File: src/hdl/mer_pkg.sv
// Shared types and constants for the midpoint ellipse rasterizer.
// No dependencies; every other file refers to it by scoped name.
package mer_pkg;

  localparam int COORD_W         = 13;
  localparam int CENTER_W        = 11;
  localparam int COLOR_W         = 8;
  localparam int CFG_INDEX_W     = 3;
  localparam int CFG_DATA_W      = 16;
  localparam int PIXELS_PER_STEP = 4;

  localparam logic [COLOR_W-1:0] COLOR_RESET = 8'd15;

  typedef enum logic [CFG_INDEX_W-1:0] {
    REG_RADIUS_X    = 3'd0,
    REG_RADIUS_Y    = 3'd1,
    REG_CENTER_X    = 3'd2,
    REG_CENTER_Y    = 3'd3,
    REG_PIXEL_COLOR = 3'd4
  } cfg_reg_t;

  typedef enum logic {
    CMD_ADVANCE = 1'b0,
    CMD_RESTART = 1'b1
  } cmd_t;

  typedef enum logic [1:0] {
    MODE_RESTART,
    MODE_REGION1,
    MODE_REGION2
  } mode_t;

  typedef enum logic [2:0] {
    ST_IDLE,
    ST_MUL,
    ST_TERM,
    ST_TERM2,
    ST_DEC,
    ST_FIN
  } core_state_t;

  typedef struct packed {
    logic valid;
    cmd_t cmd;
  } cmd_slot_t;

  typedef struct packed {
    logic               valid;
    logic               fin;
    logic [COORD_W-1:0] dx;
    logic [COORD_W-1:0] dy;
  } job_t;

endpackage

File: src/hdl/mer_if.sv
// Channel interfaces: step requests, pixel results and register writes.
// Depends on mer_pkg for field widths.
interface mer_in_if;
  logic valid;
  logic ready;
  logic restart;

  modport source (output valid, output restart, input ready);
  modport sink   (input valid, input restart, output ready);
endinterface


interface mer_cfg_if;
  logic                                valid;
  logic                                ready;
  logic [mer_pkg::CFG_INDEX_W-1:0]     index;
  logic [mer_pkg::CFG_DATA_W-1:0]      data;

  modport source (output valid, output index, output data, input ready);
  modport sink   (input valid, input index, input data, output ready);
endinterface

File: src/hdl/mer_front.sv
// Front end: configuration registers, step request intake and a two-entry
// command queue. Depends on mer_pkg and mer_if.
module mer_front #(
  parameter int RADIUS_BITS = 10
) (
  input  logic                           clk,
  input  logic                           rst_n,
  mer_in_if.sink                         in_ch,
  mer_cfg_if.sink                        cfg_ch,
  input  logic                           pop,
  output mer_pkg::cmd_slot_t             head,
  output logic [RADIUS_BITS-1:0]         rx,
  output logic [RADIUS_BITS-1:0]         ry,
  output logic [mer_pkg::CENTER_W-1:0]   cx,
  output logic [mer_pkg::CENTER_W-1:0]   cy,
  output logic [mer_pkg::COLOR_W-1:0]    color
);

  mer_pkg::cmd_t                  slot_r [2];
  logic                           wr_ptr_r;
  logic                           rd_ptr_r;
  logic [1:0]                     count_r;
  logic [RADIUS_BITS-1:0]         rx_r;
  logic [RADIUS_BITS-1:0]         ry_r;
  logic [mer_pkg::CENTER_W-1:0]   cx_r;
  logic [mer_pkg::CENTER_W-1:0]   cy_r;
  logic [mer_pkg::COLOR_W-1:0]    color_r;
  logic                           push;
  logic                           cfg_wr;

  assign in_ch.ready  = !count_r[1];
  assign cfg_ch.ready = 1'b1;
  assign push         = in_ch.valid && in_ch.ready;
  assign cfg_wr       = cfg_ch.valid && cfg_ch.ready;

  assign head.valid = (count_r != 2'd0);
  assign head.cmd   = slot_r[rd_ptr_r];

  assign rx    = rx_r;
  assign ry    = ry_r;
  assign cx    = cx_r;
  assign cy    = cy_r;
  assign color = color_r;

  always_ff @(posedge clk) begin
    if (push) begin
      slot_r[wr_ptr_r] <= in_ch.restart ? mer_pkg::CMD_RESTART : mer_pkg::CMD_ADVANCE;
    end
  end

  always_ff @(posedge clk) begin
    if (!rst_n) begin
      wr_ptr_r <= 1'b0;
      rd_ptr_r <= 1'b0;
      count_r  <= 2'd0;
      rx_r     <= '0;
      ry_r     <= '0;
      cx_r     <= '0;
      cy_r     <= '0;
      color_r  <= mer_pkg::COLOR_RESET;
    end else begin
      if (push) begin
        wr_ptr_r <= ~wr_ptr_r;
      end
      if (pop) begin
        rd_ptr_r <= ~rd_ptr_r;
      end
      case ({push, pop})
        2'b10:   count_r <= count_r + 2'd1;
        2'b01:   count_r <= count_r - 2'd1;
        default: count_r <= count_r;
      endcase
      if (cfg_wr) begin
        case (cfg_ch.index)
          mer_pkg::REG_RADIUS_X:    rx_r    <= cfg_ch.data[RADIUS_BITS-1:0];
          mer_pkg::REG_RADIUS_Y:    ry_r    <= cfg_ch.data[RADIUS_BITS-1:0];
          mer_pkg::REG_CENTER_X:    cx_r    <= cfg_ch.data[mer_pkg::CENTER_W-1:0];
          mer_pkg::REG_CENTER_Y:    cy_r    <= cfg_ch.data[mer_pkg::CENTER_W-1:0];
          mer_pkg::REG_PIXEL_COLOR: color_r <= cfg_ch.data[mer_pkg::COLOR_W-1:0];
          default: ;
        endcase
      end
    end
  end

endmodule

File: src/flat_wrapper.sv
// flat-port wrapper written by rule: the top's interface ports become plain ports
module mer_front_flat 
#(
  parameter int RADIUS_BITS = 10
)
  (clk, rst_n, pop, head, rx, ry, cx, cy, color, in_ch_valid, in_ch_restart, in_ch_ready, cfg_ch_valid, cfg_ch_index, cfg_ch_data, cfg_ch_ready);
  mer_in_if in_ch_i ();
  mer_cfg_if cfg_ch_i ();
  input  logic clk;
  input  logic rst_n;
  input  logic pop;
  output mer_pkg::cmd_slot_t head;
  output logic [RADIUS_BITS-1:0] rx;
  output logic [RADIUS_BITS-1:0] ry;
  output logic [mer_pkg::CENTER_W-1:0] cx;
  output logic [mer_pkg::CENTER_W-1:0] cy;
  output logic [mer_pkg::COLOR_W-1:0] color;
  input wire logic [$bits(in_ch_i.valid)-1:0] in_ch_valid;
  input wire logic [$bits(in_ch_i.restart)-1:0] in_ch_restart;
  output wire logic [$bits(in_ch_i.ready)-1:0] in_ch_ready;
  input wire logic [$bits(cfg_ch_i.valid)-1:0] cfg_ch_valid;
  input wire logic [$bits(cfg_ch_i.index)-1:0] cfg_ch_index;
  input wire logic [$bits(cfg_ch_i.data)-1:0] cfg_ch_data;
  output wire logic [$bits(cfg_ch_i.ready)-1:0] cfg_ch_ready;
  assign in_ch_i.valid = in_ch_valid;
  assign in_ch_i.restart = in_ch_restart;
  assign in_ch_ready = in_ch_i.ready;
  assign cfg_ch_i.valid = cfg_ch_valid;
  assign cfg_ch_i.index = cfg_ch_index;
  assign cfg_ch_i.data = cfg_ch_data;
  assign cfg_ch_ready = cfg_ch_i.ready;
  mer_front #(.RADIUS_BITS(RADIUS_BITS)) u_core (.clk(clk), .rst_n(rst_n), .in_ch(in_ch_i), .cfg_ch(cfg_ch_i), .pop(pop), .head(head), .rx(rx), .ry(ry), .cx(cx), .cy(cy), .color(color));
endmodule
File: config.mk
export PLATFORM = sky130hd
export DESIGN_NAME = mer_front_flat
export DESIGN_NICKNAME = d
export VERILOG_FILES = /design/src/hdl/mer_pkg.sv /design/src/hdl/mer_if.sv /design/src/hdl/mer_front.sv /design/src/flat_wrapper.sv
export SDC_FILE = /design/constraint.sdc
export NUM_CORES = 1
export LEC_CHECK = 0
export BUFFER_PORTS_ARGS = -buffer_cell sky130_fd_sc_hd__buf_2
export CAP_MARGIN = 10
export CELL_PAD_IN_SITES_DETAIL_PLACEMENT = 0
export CELL_PAD_IN_SITES_GLOBAL_PLACEMENT = 2
export CORE_MARGIN = 2
export CORE_UTILIZATION = 28
export CTS_CLUSTER_DIAMETER = 150
export DETAILED_ROUTE_END_ITERATION = 10
export PLACE_DENSITY_LB_ADDON = 0.12
export SYNTH_ARGS = -nofsm -noshare
export SYNTH_HDL_FRONTEND = slang
export SYNTH_SLANG_ARGS = --single-unit
File: constraint.sdc
create_clock -name clk -period 1.5 [get_ports clk]
set_input_delay 0.3 -clock clk [delete_from_list [all_inputs] [get_ports clk]]
set_output_delay 0.3 -clock clk [all_outputs]
set_load 0.01 [all_outputs]
==> impl_metrics.ini <==
[cells_and_area]
syn_to_final_growth_pct = 31.4
fin_nets = 334
final_layout_size_suffix_gt1_frac = 0.322
antenna_cells = 0

[floorplanning]
coreArea_sq_mm = 0.00733
start_util = 0.293
ios = 79
die_x_um = 91.6
die_y_um = 91.6
row_count = 31
die-area_sq_mm = 0.00840

[pwr]
power_density_mw_per_mm2 = 1130
p_total_w = 0.00320
ir_worst_vdd_mv = 0.459
power_leakage_nw = 1.20

[setup_path]
crit_chain = buf_4, or2_4, buf_6
reg2reg_setup_slack_ns = 0.16
worst-path-max-fanout = 4
critPathSlowestCell = dfxtp_2
cp-end-kind = output port
crit_family = flip-flops
reg2reg_depth = 4
path_buf_inv = 2
worstReg2RegEnd = u_core.count_r[1]
critPathMaxStageDelay_ns = 0.31
critPathArrivalTime_ns = 1.10
critPathLaunchType = flip-flop
endpoint = head[1]
cp_data_required_time_ns = 1.20
setup.worst_path.start = u_core.count_r[1]
worstSetupPathDepth = 3
path_class = flip-flop to output port
r2r-start = u_core.count_r[1]

[detailed_routing]
postRouteAntennaNets = 0
drtIter0Drc = 41
drc = 0
drt-total-wl_um = 5580
viasPerCell = 4.42
vias = 1811
avgRoutedWirePerCell_um = 13.6
drtPass1Iterations = 4

[logic_synthesis]
async_flop_share = 0
yosys-mux-area-fraction = 0.0425
yosysUniqueCellTypes = 31
synth_area_per_cell_sq_um = 9.31
synth-xor-area-share = 0.0122
mappedNetlistNets = 257
synth_top_family_by_area = simple AND/OR/NAND/NOR gates
synth-edff-count = 2
yosysWarnings = 0
ys_ff_latch = 57
syn_area_sq_mm = 0.00215
synth_fa_ha_area_frac = 0.00582
synthSimpleGateAreaFrac = 0.227
yosysSeqAreaShare = 0.540
synth_cells = 231
synth-compound-area-share = 0.131
synth-main-ff-cell = dfxtp_1

[timing]
max_freq_mhz = 712
hold_viol = 0
rsz0062_at_grt = false
setup_viol = 0
period_minus_slack_ns = 1.40
period_share = 0.937
clock_skew_ns = 0.000743
drv_slew = 0
finalSetupTns_ns = 0

[cts]
clkSlewWorstSetupHoldPaths_ns = 0.06
clk_path_buf_depth = 2
worstSkewPairLatency_ns = 0.32
root_buffer = clkbuf_8
cts_sinks = 57
cts_tree = yes
cts_inserted_buffers = 9
h-tree-depth = 3

[global_routing]
grt_start_max_net_pins = 67
track_usage = 0.136
grt-ovfl-total = 0
grt_pass1_wl_um = 8700
antenna_found_initial = 0
first_global_vias = 1659

[min_path]
holdCritPathClass = input port to flip-flop

[run_status]
status = finished, final reports clean

[placed_design]
hpwl_um = 3830
port_buffers = 72
finalWeightedCongestion = 0.709

[run]
maxCapViolCount = 0
[per-layer routing]
metal,vias to the layer above,global-route usage,routed length (um)
li1,929,-,-
met1,823,0.199,2910
met5,-,0,0
met3,7,0.0411,310
met2,52,0.180,2290
met4,0,0.0644,63
[cells in the final DEF (no fill, tap or decap)]
cell,n
nor2b_1,4
nor4b_4,1
mux2i_1,8
nand4bb_1,2
o21a_1,1
mux2_2,1
or3_1,1
inv_1,1
xnor2_1,2
xor2_1,1
clkbuf_1,3
conb_1,1
o21ai_0,22
or2_4,1
and3_1,1
buf_4,9
buf_12,1
dfxtp_1,54
a21boi_1,12
clkbuf_8,11
buf_2,71
or4b_1,1
dfxtp_2,1
and2_1,4
ha_4,1
nor2_1,1
nand3_1,21
a21boi_0,10
and4bb_2,2
nand2b_1,1
nand4b_1,1
nand2_1,57
edfxtp_1,2
buf_6,1
[report_power, final]
part	leakage, nW	internal (W)	switching [W]
logic	0.649	0.000179	0.000187
registers	0.465	0.00158	0.0000292
clock network	0.0826	0.000674	0.000552
total	1.20	0.00243	0.000768
[flip-flops by register name, indices dropped and copies added, names as in the netlist, named ones only]
signal / flops
u_core.slot_r: 2
u_core.rx: 10
u_core.wr_ptr_r: 1
u_core.cx: 11
u_core.count_r: 2
u_core.cy: 11
u_core.color: 8
u_core.ry: 10
u_core.rd_ptr_r: 1
[what timing repair did]
action	in CTS	in global routing
hold endpoints to repair	0	0
gates resized for setup	0	4
buffers inserted	0	0
endpoints found under the setup margin	0	2
hold buffers	0	0
[through the flow]
step	setup WS [ns]	hold slack [ns]	std cells	util	cell area, sq um
floorplan	0.161	0.399	231	-	2150
global placement	0.102	0.439	396	0.360	2640
detailed placement	0.0896	0.444	396	0.360	2640
CTS	0.0191	0.148	410	0.382	2800
global route	0.0488	0.152	410	0.386	2830
finish	0.0952	0.166	410	0.386	2830
[logic make-up after synthesis]
group / Yosys count
simple gates: 98
flops: 57
compound gates: 45
buf+inv: 17
mux: 9
xor+xnor: 3
fa+ha+maj: 1
other cells: 1
[worst min path at each step]
stage                        to  cells after the start     startpoint  slack (ns)
6_report       u_core.slot_r[1]                      1  in_ch_restart        0.17
5_1_grt        u_core.slot_r[1]                      1  in_ch_restart        0.15
4_1_cts        u_core.slot_r[1]                      1  in_ch_restart        0.15
3_5_place_dp       u_core.rx[7]                      2   u_core.rx[7]        0.44
3_3_place_gp       u_core.rx[9]                      2   u_core.rx[9]        0.44
2_1_floorplan  u_core.slot_r[0]                      0  in_ch_restart        0.40
[cell usage after synthesis (2+ instances only)]
master,count,area share
nand2_1,57,0.099
clkbuf_1,8,0.014
buf_4,2,0.0070
mux2i_1,8,0.037
xnor2_1,2,0.0081
buf_2,5,0.012
nor2b_1,4,0.012
and2_1,4,0.012
o21ai_0,22,0.051
edfxtp_1,2,0.028
a21boi_1,12,0.042
nand4bb_1,2,0.010
and4bb_2,2,0.012
nand3_1,21,0.049
a21boi_0,10,0.035
dfxtp_1,55,0.51
[worst register-to-register path: cells and delay by family, from the launching register on]
kind,cells,cell delay [ns]
and+or+nand+nor,2,0.55
DFF,1,0.31
adders and majority gates,1,0.24
AOI/OAI and AO/OA,1,0.16
[area by class of cell]
type                    count  area, sq um
flip-flops and latches     57         1160
repair buffers             82          454
fillers                   785         4500
clock buffers              14          163
inverters                   1         3.75
multi-input cells         157          920
well taps                  99          124
Power figures use the tool's default switching activity.
