--- src/hdl/mer_pkg.sv ---
// Shared types and constants for the midpoint ellipse rasterizer.
// No dependencies; every other file refers to it by scoped name.
package mer_pkg;

  localparam int COORD_W         = 13;
  localparam int CENTER_W        = 11;
  localparam int COLOR_W         = 8;
  localparam int CFG_INDEX_W     = 3;
  localparam int CFG_DATA_W      = 16;
  localparam int PIXELS_PER_STEP = 4;

  localparam logic [COLOR_W-1:0] COLOR_RESET = 8'd15;

  typedef enum logic [CFG_INDEX_W-1:0] {
    REG_RADIUS_X    = 3'd0,
    REG_RADIUS_Y    = 3'd1,
    REG_CENTER_X    = 3'd2,
    REG_CENTER_Y    = 3'd3,
    REG_PIXEL_COLOR = 3'd4
  } cfg_reg_t;

  typedef enum logic {
    CMD_ADVANCE = 1'b0,
    CMD_RESTART = 1'b1
  } cmd_t;

  typedef enum logic [1:0] {
    MODE_RESTART,
    MODE_REGION1,
    MODE_REGION2
  } mode_t;

  typedef enum logic [2:0] {
    ST_IDLE,
    ST_MUL,
    ST_TERM,
    ST_TERM2,
    ST_DEC,
    ST_FIN
  } core_state_t;

  typedef struct packed {
    logic valid;
    cmd_t cmd;
  } cmd_slot_t;

  typedef struct packed {
    logic               valid;
    logic               fin;
    logic [COORD_W-1:0] dx;
    logic [COORD_W-1:0] dy;
  } job_t;

endpackage

--- src/hdl/mer_if.sv ---


interface mer_out_if;
  logic                                valid;
  logic                                ready;
  logic signed [mer_pkg::COORD_W-1:0]  pixel_x;
  logic signed [mer_pkg::COORD_W-1:0]  pixel_y;
  logic        [mer_pkg::COLOR_W-1:0]  color;
  logic                                last_of_four;
  logic                                done_res;

  modport source (output valid, output pixel_x, output pixel_y, output color,
                  output last_of_four, output done_res, input ready);
  modport sink   (input valid, input pixel_x, input pixel_y, input color,
                  input last_of_four, input done_res, output ready);
endinterface


--- src/hdl/mer_emit.sv ---
// Pixel emitter: expands one step into its four mirrored pixels on the
// result channel and holds them until taken. Depends on mer_pkg and mer_if.
module mer_emit (
  input  logic                          clk,
  input  logic                          rst_n,
  input  mer_pkg::job_t                 job,
  output logic                          emit_ready,
  input  logic [mer_pkg::CENTER_W-1:0]  cx,
  input  logic [mer_pkg::CENTER_W-1:0]  cy,
  input  logic [mer_pkg::COLOR_W-1:0]   color,
  mer_out_if.source                     out_ch
);

  localparam int K_W = $clog2(mer_pkg::PIXELS_PER_STEP);
  localparam logic [K_W-1:0] K_LAST = K_W'(mer_pkg::PIXELS_PER_STEP - 1);

  mer_pkg::job_t                  job_r;
  logic [mer_pkg::COORD_W-1:0]    cx_r, cy_r;
  logic [mer_pkg::COLOR_W-1:0]    color_r;
  logic                           busy_r;
  logic [K_W-1:0]                 k_r;
  logic                           xfer;
  logic                           last;
  logic                           load;
  logic                           neg_x, neg_y;

  assign xfer       = out_ch.valid && out_ch.ready;
  assign last       = (k_r == K_LAST);
  assign emit_ready = !busy_r || (xfer && last);
  assign load       = job.valid && emit_ready;

  // order: (+x,+y) (-x,+y) (-x,-y) (+x,-y)
  assign neg_x = k_r[0] ^ k_r[1];
  assign neg_y = k_r[1];

  assign out_ch.valid        = busy_r;
  assign out_ch.pixel_x      = $signed(neg_x ? cx_r - job_r.dx : cx_r + job_r.dx);
  assign out_ch.pixel_y      = $signed(neg_y ? cy_r - job_r.dy : cy_r + job_r.dy);
  assign out_ch.color        = color_r;
  assign out_ch.last_of_four = last;
  assign out_ch.done_res     = job_r.fin;

  always_ff @(posedge clk) begin
    if (load) begin
      job_r   <= job;
      cx_r    <= mer_pkg::COORD_W'(cx);
      cy_r    <= mer_pkg::COORD_W'(cy);
      color_r <= color;
    end
  end

  always_ff @(posedge clk) begin
    if (!rst_n) begin
      busy_r <= 1'b0;
      k_r    <= '0;
    end else if (load) begin
      busy_r <= 1'b1;
      k_r    <= '0;
    end else if (xfer) begin
      if (last) begin
        busy_r <= 1'b0;
      end
      k_r <= k_r + K_W'(1);
    end
  end

endmodule
--- src/flat_wrapper.sv ---
// flat-port wrapper written by rule: the top's interface ports become plain ports
module mer_emit_flat 
  (clk, rst_n, job, emit_ready, cx, cy, color, out_ch_valid, out_ch_pixel_x, out_ch_pixel_y, out_ch_color, out_ch_last_of_four, out_ch_done_res, out_ch_ready);
  mer_out_if out_ch_i ();
  input  logic clk;
  input  logic rst_n;
  input  mer_pkg::job_t job;
  output logic emit_ready;
  input  logic [mer_pkg::CENTER_W-1:0] cx;
  input  logic [mer_pkg::CENTER_W-1:0] cy;
  input  logic [mer_pkg::COLOR_W-1:0] color;
  output wire logic [$bits(out_ch_i.valid)-1:0] out_ch_valid;
  output wire logic [$bits(out_ch_i.pixel_x)-1:0] out_ch_pixel_x;
  output wire logic [$bits(out_ch_i.pixel_y)-1:0] out_ch_pixel_y;
  output wire logic [$bits(out_ch_i.color)-1:0] out_ch_color;
  output wire logic [$bits(out_ch_i.last_of_four)-1:0] out_ch_last_of_four;
  output wire logic [$bits(out_ch_i.done_res)-1:0] out_ch_done_res;
  input wire logic [$bits(out_ch_i.ready)-1:0] out_ch_ready;
  assign out_ch_valid = out_ch_i.valid;
  assign out_ch_pixel_x = out_ch_i.pixel_x;
  assign out_ch_pixel_y = out_ch_i.pixel_y;
  assign out_ch_color = out_ch_i.color;
  assign out_ch_last_of_four = out_ch_i.last_of_four;
  assign out_ch_done_res = out_ch_i.done_res;
  assign out_ch_i.ready = out_ch_ready;
  mer_emit u_core (.clk(clk), .rst_n(rst_n), .job(job), .emit_ready(emit_ready), .cx(cx), .cy(cy), .color(color), .out_ch(out_ch_i));
endmodule
--- config.mk ---
export PLATFORM = sky130hd
export DESIGN_NAME = mer_emit_flat
export DESIGN_NICKNAME = d
export VERILOG_FILES = /design/src/hdl/mer_pkg.sv /design/src/hdl/mer_if.sv /design/src/hdl/mer_emit.sv /design/src/flat_wrapper.sv
export SDC_FILE = /design/constraint.sdc
export NUM_CORES = 1
export LEC_CHECK = 0
export BUFFER_PORTS_ARGS = -buffer_cell sky130_fd_sc_hd__buf_2
export CAP_MARGIN = 20
export CORE_MARGIN = 1
export CORE_UTILIZATION = 40
export DETAILED_ROUTE_END_ITERATION = 8
export PLACE_DENSITY_LB_ADDON = 0.3
export SLEW_MARGIN = 15
export SYNTH_ARGS = -nofsm -noshare
export SYNTH_HDL_FRONTEND = slang
export SYNTH_SLANG_ARGS = --single-unit
--- constraint.sdc ---
create_clock -name clk -period 3.2 [get_ports clk]
set_input_delay 0 -clock clk [delete_from_list [all_inputs] [get_ports clk]]
set_output_delay 0 -clock clk [all_outputs]
set_load 0.02 [all_outputs]
==> results of run 1 <==
==> cell usage after synthesis (3+ instances only) <==
library cell,number,area share [%]
edfxtp_1,57,51
xnor2_1,34,8.9
ha_1,25,9.3
nor2_1,24,2.7
a21oi_1,19,2.8
inv_1,18,2.0
a31oi_1,15,2.8
nand2_1,10,1.1
a21o_1,8,1.8
o21ai_0,8,1.2
xor2_1,8,2.1
nand3_1,6,0.89
o21a_1,5,1.1
nand2b_1,4,0.74
dfxtp_1,3,1.8
mux2i_1,3,0.89
nor3_1,3,0.45
==> placed cells by master (no fill, tap or decap), types with 3 or more instances in the layout <==
cell type / n
inv_2: 3
dfxtp_1: 3
mux2i_1: 3
ha_1: 22
edfxtp_1: 57
nand2_1: 10
dlygate4sd3_1: 59
clkbuf_8: 9
inv_1: 17
nor2_2: 3
nor3_1: 3
o21ai_0: 7
a21oi_1: 14
nor2_1: 23
xor2_1: 8
xnor2_1: 34
a21oi_2: 5
a31oi_1: 15
buf_2: 93
nand3_1: 6
o21a_1: 5
a21o_1: 8
buf_4: 18
==> sequential cells by signal, indices dropped and copies added, names as in the netlist <==
name                    cells
u_core.k_r                  2
u_core.job_r               26
u_core.out_ch.done_res      1
u_core.cy_r                11
u_core.out_ch.color         8
u_core.cx_r                11
u_core.out_ch.valid         1
==> layout make-up <==
type / count / area (sq um)
Fill cell: 689 / 3182
Clock buffer: 11 / 131.4
Inverter: 20 / 75.07
Tap cell: 105 / 131.4
Timing Repair Buffer: 171 / 1211
Sequential cell: 60 / 1772
Multi-Input combinational cell: 200 / 1597
Clock inverter: 5 / 76.32
==> worst max-delay path: stages, from the launching register on <==
cell and delay, ns:
edfxtp_1 0.46, or4_4 0.58, nor2_2 0.12, a31oi_1 0.11, xnor2_1 0.14, ha_1 0.36, a21oi_2 0.15, or4b_1 0.46
o211ai_2 0.10, xnor2_1 0.15, buf_4 0.17
==> timing repair <==
action                     in CTS  in global routing
resized for setup               0                 24
hold endpoints to repair       60                  0
setup endpoints to repair       0                  9
hold buffers                   59                  0
setup buffers                   0                  9
==> worst max path at each step <==
stage	startpoint	end	slack, ns	depth (start not counted)
after floorplan	u_core.k_r[1]	u_core.cx_r[0]	0.31	5
after global placement	u_core.job_r[0]	out_ch_pixel_y[12]	0.51	13
after detailed placement	u_core.job_r[0]	out_ch_pixel_y[12]	0.44	14
after CTS	u_core.job_r[0]	out_ch_pixel_y[12]	0.05	14
after global routing	u_core.job_r[4]	out_ch_pixel_y[12]	-0.06	10
final	u_core.job_r[4]	out_ch_pixel_y[12]	0.07	10
==> cell families (layout without fill, tap and decap cells) <==
family	Yosys count	after routing
compound gates	64	64
xor+xnor	44	44
fa+ha+maj	27	27
buf+inv	22	207
flops	60	60
mux	3	3
simple gates	62	62
==> layer usage <==
metal	up-vias	routed length, microns	track usage (%)
met5	-	0	0
met4	0	141	7.436
met3	14	267	4.045
met2	64	4034	34.55
met1	1253	2954	17.71
li1	1395	-	-
==> power by group through the flow <==
stage	sequential (mW)	combinational, mW	clock (mW)
final	0.940	0.748	0.723
after global routing	0.943	0.822	0.779
after CTS	0.939	0.710	0.742
after detailed placement	0.956	0.652	0
after global placement	0.954	0.640	0
after floorplan	0.961	0.446	0
==> stage by stage <==
step	power, mW	instances	TNS [ns]
global route	2.544	572	-0.06234
CTS	2.391	563	0
global placement	1.594	488	0
floorplan	1.407	282	0
detailed placement	1.608	488	0
finish	2.410	572	0
==> out/metrics.csv, run 1 <==
metric,value,unit
rsz0062_at_grt,true,
syn2layout_area_growth,48.53,%
drive_above_1_share,32.76,%
fp-row-count,33,
whs,0.07604,ns
io_buffer_count,98,
clock_sinks,60,
reg2reg_slack,1.17,ns
required,3.20,ns
dp_hpwl,5127,microns
worst_pin_slew,0.6987,ns
grt_pass1_vias,2829,
drt_iter0_drc,46,
overflow,0,
synth-seq-cells,60,
yosysSeqAreaShare,52.70,%
dieArea,8776,sq um
grt_pass1_wl,11860,microns
finalCritPeriodShare,97.88,%
syn_area,3362,sq um
crit_fanout,5,
cts_buffers,9,
postLayoutCoreUtil,61.08,%
holdPathEnd,u_core.k_r[0],
wl_per_cell,12.93,microns
tritoncts,done,
drtAntennaViolNets,0,
fin_crit,3.132,ns
synth_top_family_by_area,compound AO/OA/AOI/OAI gates,
worstReg2RegEnd,u_core.cy_r[4],
ys_types,37,
io_pins,99,
fmax,319.3,MHz
synth_compound_area_share,11.91,%
clock_latency,0.34,ns
nets,550,
layout_setup_ws,0.06786,ns
p_int,1.685,mW
p_clk_share,30.0,%
path_clk_slew,0.06,ns
reg2reg_from,u_core.k_r[0],
die_w,93.68,microns
synth_warnings,0,
design_area,4994,sq um
dp_slack,0.4358,ns
vdd_ir_drop_max,0.2962,mV
status,completed,
cts_buffer_depth,2,
sw_frac_of_total,30.07,%
hold_depth,4,
gp_congestion,0.8263,
p_leak,2.092,nW
power_frac_seq,39.0,%
antenna_cells,0,
synthSimpleGateAreaFrac,9.639,%
grt_usage,17.71,%
syn_inst,282,
drc,0,
synth-main-ff-cell,edfxtp_1,
slew_violations,0,
crit_path_end_kind,output pin,
maxCapViolCount,0,
synthAdderAreaFrac,10.49,%
max-slew-margin-rel,53.42,%
hp-start,job[27],
worst_ep_arrival_time,3.13,ns
start_util,41.12,%
power_density,482.7,nW/um^2
synthMuxAreaShare,0.8932,%
die_height,93.68,microns
drt-total-wl,7398,microns
p_sw,724.8,uW
core-area,8175,sq um
avgSynthCellArea,11.92,sq um
hold_viol,0,
clock-root-buffer,clkbuf_8,
worst-setup-path-type,register to output pin,
synth-edff-count,57,
setup_violations,0,
synth-async-reset-ratio,0,%
skew,0.007262,ns
place_area,4028,sq um
via_per_inst,4.766,
hp-class,primary input to register,
synth_xor_area_share,11.91,%
ctsHtreeMaxLevel,3,
start_kind,register,
syn-num-nets,370,
combPwrFrac,31.0,%
drt_pre_antenna_iters,4,
num_vias,2726,
worstRegToRegCells,6,
grt_max_degree,31,
antenna_found_initial,0,
Power figures use the tool's default switching activity.
==> run 2: changes to the inputs <==
- PLACE_DENSITY_LB_ADDON: 0.3 -> unset
==> run 2 against run 1 <==
Against the previous run: core utilization up 0.34 points; global-route usage is 0.44 points lower; combinational power rose by 1%; non-clock buffer count rose by 9; total power shrank 4.5%; critical endpoint unchanged; largest cell class unchanged.
==> out/metrics.csv, run 2 (same netlist as run 1, synthesis figures left out) <==
metric,value,unit,change
hold_viol,0,,unchanged
slew_violations,0,,unchanged
drt_pre_antenna_iters,4,,unchanged
layout.cells.non_filler,581,,was 572
worst_path_max_delay_cell,or4b_4,,was or4_4
clock_latency,0.34,ns,about the same
final_cell_mix,"buf_2 (96), dlygate4sd3_1 (59), edfxtp_1 (57), xnor2_1 (34), buf_4 (24)",,"was buf_2 (93), dlygate4sd3_1 (59), edfxtp_1 (57), xnor2_1 (34), nor2_1 (23)"
syn2layout_area_growth,49.35,%,was 48.53%
dp_slack,0.3202,ns,was 0.4358 ns
worstRegToRegCells,6,,unchanged
regMostFlops,u_core.job_r,,unchanged
max-slew-margin-rel,53.01,%,was 53.42%
clock-root-buffer,clkbuf_8,,unchanged
postLayoutCoreUtil,61.42,%,was 61.08%
fillers,683,,was 689
reg.largest.list,"u_core.job_r x26, u_core.cx_r x11, u_core.cy_r x11",,unchanged
critPathLaunch,u_core.job_r[0],,was u_core.job_r[4]
core-area,8175,sq um,unchanged
post-place-cells,487,,was 488
power_density,458.4,nW/um^2,was 482.7 nW/um^2
finalPower,2.302,mW,was 2.410 mW
hp-class,primary input to register,,unchanged
dp_hpwl,5099,microns,was 5127 microns
reg2reg_from,u_core.k_r[0],,unchanged
cts_buffers,9,,unchanged
io_buffer_count,98,,unchanged
tritoncts,done,,unchanged
drtAntennaViolNets,0,,unchanged
wl_per_cell,12.94,microns,was 12.93 microns
p_leak,2.115,nW,was 2.092 nW
drc,0,,unchanged
final.setup.tns,0,ns,unchanged
worst-setup-path-type,register to output pin,,unchanged
grt_usage,17.28,%,was 17.71%
num_vias,2771,,was 2726
dieArea,8776,sq um,unchanged
final_common_cell,buf_2,,unchanged
die_height,93.68,microns,unchanged
place_area,4020,sq um,was 4028 sq um
start_kind,register,,unchanged
skew,0.008408,ns,was 0.007262 ns
grt_max_degree,31,,unchanged
overflow,0,,unchanged
fp-row-count,33,,unchanged
crit_fanout,4,,was 5
required,3.20,ns,about the same
crit_path_end_kind,output pin,,unchanged
maxCapViolCount,0,,unchanged
path_cells,"inv_1, ha_1, nand2b_1, nor4_2, nor2_1, xnor2_1, ha_1, o21a_1, o21ai_1, a31oi_2, or4b_4, o211ai_2, xnor2_1, buf_4",,"was or4_4, nor2_2, a31oi_1, xnor2_1, ha_1, a21oi_2, or4b_1, o211ai_2, xnor2_1, buf_4"
largest_reg_flops,26,,unchanged
io_pins,99,,unchanged
clock_sinks,60,,unchanged
via_per_inst,4.769,,was 4.766
drt-total-wl,7517,microns,was 7398 microns
setup_violations,0,,unchanged
grt_pass1_vias,2685,,was 2829
antenna_cells,0,,unchanged
fin_crit,3.081,ns,was 3.132 ns
ctsHtreeMaxLevel,3,,unchanged
drive_above_1_share,33.82,%,was 32.76%
rsz0062_at_grt,true,,unchanged
fmax,324.5,MHz,was 319.3 MHz
status,completed,,unchanged
worst_pin_slew,0.7049,ns,was 0.6987 ns
design_area,5021,sq um,was 4994 sq um
hold_depth,4,,unchanged
antenna_found_initial,0,,unchanged
gp_congestion,0.9027,,was 0.8263
slowest_delay,0.49,ns,was 0.58 ns
finalCritPeriodShare,96.29,%,was 97.88%
cts_buffer_depth,2,,unchanged
drt_iter0_drc,44,,was 46
start_util,41.12,%,unchanged
whs,0.05487,ns,was 0.07604 ns
nets,559,,was 550
grt_pass1_wl,11470,microns,was 11860 microns
vdd_ir_drop_max,0.2711,mV,was 0.2962 mV
worst_ep_arrival_time,3.08,ns,was 3.13 ns
layout_setup_ws,0.1187,ns,was 0.06786 ns
hp-start,job[27],,unchanged
die_w,93.68,microns,unchanged
path_clk_slew,0.06,ns,about the same
## run 2: cell count changes in the layout (fill, tap and decap cells not counted), moves of 2 or more
cell,previous run,this run
a21oi_2,5,3
buf_4,18,24
buf_2,93,96
bufinv_16,2,0
ha_2,2,4
clkbuf_8,9,11
## run 2: power by group
group / leakage, nW / switching, mW / internal [mW]
sequential: 0.567 / 0.0264 / 0.912
clock: 0.0885 / 0.288 / 0.317
combinational: 1.46 / 0.414 / 0.344
total: 2.12 / 0.728 / 1.57
## run 2: layer usage
metal  vias up  GRT usage (%)  share of wire (%)
met5         -              0                  0
met4         0          8.718                1.9
met3        13          3.155                3.8
met2        65          32.54                 55
met1      1281          18.18                 39
li1       1412              -                  -
## run 2: worst paths after layout
check | to | slack (ns)
worst max-delay path | out_ch_pixel_y[12] | 0.12
worst min register to register | u_core.k_r[0] | 0.56
worst min-delay path | u_core.k_r[0] | 0.05
worst max register to register | u_core.out_ch.color[1] | 1.15
## run 2: final cells by class
class | count | area [sq um] | share of cell area, %
inverter | 20 | 75.07 | 1.495
clock buffer | 13 | 158.9 | 3.165
timing repair buffer | 180 | 1271 | 25.32
sequential | 60 | 1772 | 35.29
clock inverter | 3 | 12.51 | 0.2492
multi-input combinational | 200 | 1600 | 31.87
tap | 105 | 131.4 | 2.616
## run 2: critical path, delay by kind of cell (launching register included)
| family | cells | cell delay, ns |
|---|---|---|
| AND/OR/NAND/NOR | 4 | 0.85 |
| adder cells (fa/ha/maj) | 2 | 0.50 |
| AO/OA/AOI/OAI | 4 | 0.42 |
| flip-flops | 1 | 0.42 |
| XOR/XNOR | 2 | 0.29 |
| buffers and inverters | 2 | 0.25 |
## run 2: what timing repair did
item	CTS	global route
buffers inserted	0	19
pin swaps	0	12
endpoints found under the hold margin	60	0
hold buffers	59	0
resized for setup	1	21
endpoints found under the setup margin	1	7
